File: config.mk
export PLATFORM = sky130hd
export DESIGN_NAME = dgr_ctrl
export DESIGN_NICKNAME = d
export VERILOG_FILES = /design/src/design/dgr_pkg.sv /design/src/design/dgr_ctrl.sv
export SDC_FILE = /design/constraint.sdc
export NUM_CORES = 1
export LEC_CHECK = 0
export BUFFER_PORTS_ARGS = -buffer_cell sky130_fd_sc_hd__buf_2
export CAP_MARGIN = 30
export CORE_MARGIN = 2
export CORE_UTILIZATION = 45
export DETAILED_ROUTE_END_ITERATION = 8
export PLACE_DENSITY = 0.76
export SLEW_MARGIN = 25
export SYNTH_ARGS = -nofsm -noshare
export SYNTH_HDL_FRONTEND = slang
export SYNTH_SLANG_ARGS = --single-unit
export TNS_END_PERCENT = 10
File: constraint.sdc
create_clock -name clk -period 1.7 [get_ports clk]
set_clock_uncertainty 0.1 [all_clocks]
set_input_delay 0.34 -clock clk [delete_from_list [all_inputs] [get_ports clk]]
set_output_delay 0.34 -clock clk [all_outputs]
set_load 0.02 [all_outputs]
File: src/design/dgr_pkg.sv
package dgr_pkg;

    localparam int DEF_MAX_DETECTIONS = 16;
    localparam int DEF_MAX_KEEP       = 4;

    localparam int CFG_IDX_W  = 3;
    localparam int CFG_DATA_W = 16;

    // register map of the configuration port
    typedef enum logic [CFG_IDX_W-1:0] {
        REG_LINK_DIST   = 3'd0,
        REG_NEW_RANGE   = 3'd1,
        REG_EXIST_RATIO = 3'd2,
        REG_NEW_RATIO   = 3'd3,
        REG_KEEP_COUNT  = 3'd4
    } cfg_reg_t;

    // reset values: 1.2 m link, 8 m range, 0.30 and 0.40 in Q0.8
    localparam logic [15:0] RST_LINK_DIST   = 16'd1200;
    localparam logic [15:0] RST_NEW_RANGE   = 16'd8000;
    localparam logic [7:0]  RST_EXIST_RATIO = 8'd77;
    localparam logic [7:0]  RST_NEW_RATIO   = 8'd102;
    localparam logic [2:0]  RST_KEEP_COUNT  = 3'd2;

    // frame entry: {z, y, x, center_x, confidence, area, id}
    localparam int ENTRY_W = 104;
    // previous-frame entry: {z, y, x, id}
    localparam int PRIOR_W = 56;

    typedef struct packed {
        logic [7:0]         id;
        logic signed [15:0] x;
        logic signed [15:0] y;
        logic signed [15:0] z;
        logic [15:0]        conf;
        logic [11:0]        cx;
    } keep_t;

    typedef struct packed {
        logic load_item;
        logic ev_init;
        logic cur_load;
        logic dsel_origin;
        logic prior_cmp;
        logic best_upd;
        logic dist0_cap;
        logic decide;
        logic finish;
        logic emit;
        logic emit_marker;
    } cmd_t;

    typedef struct packed {
        logic frame_empty;
        logic prior_empty;
        logic i_last;
        logic j_last;
        logic surv_none;
        logic out_free;
        logic emit_last;
    } sts_t;

endpackage

File: src/design/dgr_ctrl.sv
module dgr_ctrl #(
    parameter int MAX_DETECTIONS = dgr_pkg::DEF_MAX_DETECTIONS
) (
    input  logic                              clk,
    input  logic                              rst_n,
    input  logic                              in_valid,
    input  logic                              in_last,
    output logic                              in_ready,
    input  dgr_pkg::sts_t                     sts,
    output dgr_pkg::cmd_t                     cmd,
    output logic [$clog2(MAX_DETECTIONS)-1:0] ev_idx,
    output logic [$clog2(MAX_DETECTIONS)-1:0] pr_idx
);

    localparam int IDX_W = $clog2(MAX_DETECTIONS);

    typedef enum logic [3:0] {
        S_IDLE, S_EV_INIT, S_F_RD, S_F_LAT, S_O_DIFF, S_O_SQ, S_O_SUM,
        S_P_RD, S_P_WAIT, S_P_SQ, S_P_SUM, S_DECIDE, S_FINISH, S_EMIT, S_MARK
    } state_t;

    state_t           state_reg;
    logic [IDX_W-1:0] i_reg;
    logic [IDX_W-1:0] j_reg;

    always_ff @(posedge clk or negedge rst_n)
    begin
        if (!rst_n)
        begin
            state_reg <= S_IDLE;
            i_reg     <= '0;
            j_reg     <= '0;
        end
        else
        begin
            unique case (state_reg)
                S_IDLE:
                begin
                    if (in_valid && in_last)
                    begin
                        state_reg <= S_EV_INIT;
                    end
                end
                S_EV_INIT:
                begin
                    i_reg     <= '0;
                    state_reg <= sts.frame_empty ? S_FINISH : S_F_RD;
                end
                S_F_RD:   state_reg <= S_F_LAT;
                S_F_LAT:  state_reg <= S_O_DIFF;
                S_O_DIFF: state_reg <= S_O_SQ;
                S_O_SQ:   state_reg <= S_O_SUM;
                S_O_SUM:
                begin
                    j_reg     <= '0;
                    state_reg <= sts.prior_empty ? S_DECIDE : S_P_RD;
                end
                S_P_RD:   state_reg <= S_P_WAIT;
                S_P_WAIT: state_reg <= S_P_SQ;
                S_P_SQ:   state_reg <= S_P_SUM;
                S_P_SUM:
                begin
                    if (sts.j_last)
                    begin
                        state_reg <= S_DECIDE;
                    end
                    else
                    begin
                        j_reg     <= j_reg + IDX_W'(1);
                        state_reg <= S_P_RD;
                    end
                end
                S_DECIDE:
                begin
                    if (sts.i_last)
                    begin
                        state_reg <= S_FINISH;
                    end
                    else
                    begin
                        i_reg     <= i_reg + IDX_W'(1);
                        state_reg <= S_F_RD;
                    end
                end
                S_FINISH: state_reg <= sts.surv_none ? S_MARK : S_EMIT;
                S_EMIT:
                begin
                    if (sts.out_free && sts.emit_last)
                    begin
                        state_reg <= S_IDLE;
                    end
                end
                S_MARK:
                begin
                    if (sts.out_free)
                    begin
                        state_reg <= S_IDLE;
                    end
                end
                default: state_reg <= S_IDLE;
            endcase
        end
    end

    assign in_ready = (state_reg == S_IDLE);
    assign ev_idx   = i_reg;
    assign pr_idx   = j_reg;

    always_comb
    begin
        cmd             = '0;
        cmd.load_item   = (state_reg == S_IDLE) && in_valid;
        cmd.ev_init     = (state_reg == S_EV_INIT);
        cmd.cur_load    = (state_reg == S_F_LAT);
        cmd.dsel_origin = (state_reg == S_O_DIFF);
        cmd.dist0_cap   = (state_reg == S_O_SUM);
        cmd.prior_cmp   = (state_reg == S_P_WAIT);
        cmd.best_upd    = (state_reg == S_P_SUM);
        cmd.decide      = (state_reg == S_DECIDE);
        cmd.finish      = (state_reg == S_FINISH);
        cmd.emit        = (state_reg == S_EMIT) && sts.out_free;
        cmd.emit_marker = (state_reg == S_MARK) && sts.out_free;
    end

endmodule

==> reports/summary.txt <==
Diodes inserted - 0
Initial Util - 48.1%
CTS max path bufs - 2
Crit Reg-Reg Endpoint - ev_idx[3]
RSZ-0062 raised after global routing - yes
Max-Cap Viols - 0
wire length of the first global-routing pass - 4030 um
Finished Cell Area - 1380 sq um
Hold Path Depth - 3
1st-pass router iterations - 4
Worst path slowest cell - dfrtp_1
max frequency - 532 MHz
GRT Overall Usage - 20.9%
PwrDens - 1880 nW/um^2
sequential area share after synthesis - 31.8%
status - complete, but fails checks
Post-Synth Simple-Gate Area - 33.4%
post-synthesis adder-cell area fraction - 2.65%
worst slack, placed - 0.0750 ns
Slew Viols, Final - 0
Compound-Gate Fraction of Synth Area - 21.4%
routed vias - 991
vias in the first global route - 964
number of synthesized flops with an enable pin - 0
CP Cell Sequence - buf_12, nor4_4, and2_4, buf_6
Max IR drop VDD - 0.985 mV
Worst-Skew Late Latency - 0.27 ns
worst reg-to-reg path cell count - 4
core footprint - 1960 sq um
IO Count - 31
Die Y - 49.8 um
largest family of logic cells by synthesized area - simple AND/OR/NAND/NOR gates
max_slew headroom - 82.0%
failing checks - setup timing
gr ovfl total - 0
FF-to-FF setup slack - 0.11 ns
endpoint class of the critical path - output pin
routed vias/inst - 5.70
Worst Setup Start Kind - register
drt initial violations - 25
synth warn - 0
period utilisation layout - 111%
Flop pwr share - 21.2%
Leakage Power - 0.658 nW
clock power share - 6.5%
FF+latch count, synth - 12
kind of critical path - register to output pin
Critical R2R Launch - state_reg[2]
final worst-path setup slack - -0.180 ns
Seq. cell area - 300 sq um
routability congestion estimate - 0.826
arrival time at the worst endpoint - 1.44 ns
Final min period - 1.88 ns
DRC - 0
fill cell count - 167
area grow syn2layout - 46.6%
WL/cell - 14.1 um
Mapped Area - 943 sq um
fraction of layout cells with a size suffix above 1 - 44.9%
count of different cell masters after synthesis - 45
setup violators final - 10
Async S/R FF share, synth - 100%
hold path startpoint - sts[0]
placed cell area - 1190 sq um
CTS tree - built
die width - 49.8 um
clock sink count - 12
syn_nets - 118
HPWL Detailed - 1690 um
Net Sw Power - 0.00118 W
Hold EP - state_reg[0]
Net Sw Frac - 45.5%
Final Non-Filler Cells - 174
cell total after placement - 163
Multi-input gate area - 639 sq um
Comb pwr share - 72.3%
Final Core Density - 70.5%
H-Tree Level Count - 1
CP delay by family, top - simple AND/OR/NAND/NOR gates
mux contribution to synthesized area - 4.24%
Final Routed Wirelength - 2460 um
CTS root buffer - clkbuf_4
Slew @ Worst Pin - 0.269 ns
Syn Inst Count - 105
initial antenna violation count - 0
CTS Buf Count - 3
Synth Area per Inst - 8.98 sq um
total power draw - 0.00260 W
row count - 16
final hold vios - 0
Worst Path Required - 1.26 ns
Clock transition at path regs - 0.06 ns
Routed Antenna Nets - 0
crit path max fanout - 8
WP buf/inv - 2
die area - 2480 sq um
CP max stage delay - 0.42 ns
Synth Flop Type - dfrtp_1
worst min-delay path category - input port to register
nets - 162
Int Power - 0.00142 W
Port Buffers - 30
XOR/XNOR Fraction of Synth Area - 0%
largest net degree at the start of global routing - 22
## cell usage after synthesis, types with 3 or more instances
cell | number | share of area [%]
a221o_1 | 3 | 3.2
dfrtp_1 | 12 | 32
nand2_1 | 5 | 2.0
nand3_1 | 3 | 1.6
o21ai_0 | 3 | 1.6
nor2b_1 | 3 | 2.0
mux2i_1 | 4 | 4.2
nor3_1 | 3 | 1.6
nor3b_1 | 4 | 3.2
a21o_1 | 3 | 2.4
nand2b_1 | 6 | 4.0
nor2_1 | 10 | 4.0
a21boi_1 | 3 | 2.4
buf_2 | 4 | 2.1
## cell families (layout without fill, tap and decap cells)
group                      count (synthesis)  count (layout)
AOI/OAI and AO/OA                         27              27
adders and majority gates                  2               2
buffers and inverters                     12              54
DFF                                       12              12
muxes                                      4               4
and+or+nand+nor                           48              48
## worst max-delay path by stage
| stage | slack, ns | end | startpoint | depth (start not counted) |
|---|---|---|---|---|
| 4_1_cts | -0.16 | cmd[9] | state_reg[1] | 3 |
| 6_report | -0.18 | cmd[10] | state_reg[3] | 4 |
| 3_3_place_gp | 0.1 | cmd[9] | state_reg[1] | 3 |
| 5_1_grt | -0.23 | cmd[10] | state_reg[3] | 4 |
| 2_1_floorplan | -0.02 | cmd[2] | state_reg[1] | 3 |
| 3_5_place_dp | 0.07 | cmd[9] | state_reg[3] | 3 |
## stage by stage
step | setup TNS (ns) | hold WS [ns]
after floorplan | -0.0563 | -0.0556
after global placement | 0 | 0.130
after detailed placement | 0 | 0.132
after CTS | -0.676 | 0.275
final | -0.838 | 0.284
after global routing | -1.60 | 0.289
## cells in the final DEF (no fill, tap or decap), drive strengths merged, types with 2 or more instances in the layout
cell type  Yosys  final
nor3b          4      4
ha             2      2
nand2b         6      6
nor2          10     10
nand4b         2      2
nand3          3      3
o21ai          5      5
nand2          5      5
or4            2      2
clkbuf         2      3
mux2i          4      4
o31ai          2      2
nor2b          3      3
a21boi         3      3
a21o           3      3
buf            6     46
inv            3      3
a221o          3      3
nor3           3      3
dfrtp         12     12
and3           2      2
o2111ai        2      2
## cell type report
class | count | area share, %
Multi-Input combinational cell | 81 | 46.2
Timing Repair Buffer | 47 | 26.6
Sequential cell | 12 | 21.7
Tap cell | 27 | 2.44
Clock buffer | 3 | 1.63
Inverter | 4 | 1.36
## worst min-delay path, stage by stage
cell,delay [ns]
buf_2,0.09
a211o_1,0.12
o31ai_1,0.07
## power by group through the flow
stage               clock (W)  combinational (W)  sequential (W)
floorplan                   0           0.000962        0.000630
global placement            0            0.00152        0.000540
detailed placement          0            0.00156        0.000552
CTS                  0.000175            0.00180        0.000552
global route         0.000191            0.00202        0.000575
finish               0.000170            0.00188        0.000551
## routing by layer
metal | wire (um) | up-vias | track usage [%] | share of wire (%)
met2 | 1270 | 38 | 35.1 | 52
met1 | 1010 | 472 | 24.4 | 41
li1 | - | 474 | - | -
met4 | 54 | 0 | 13.9 | 2.2
met3 | 129 | 7 | 3.03 | 5.3
met5 | 0 | - | 0 | 0
## what timing repair did
item | 4_1_cts | 5_1_grt
hold endpoints to repair | 12 | 0
setup endpoints to repair | 12 | 12
hold buffers | 1 | 0
pin swaps | 4 | 3
buffers inserted | 6 | 1
gates resized for setup | 22 | 9
(Power assumes the default switching activity.)
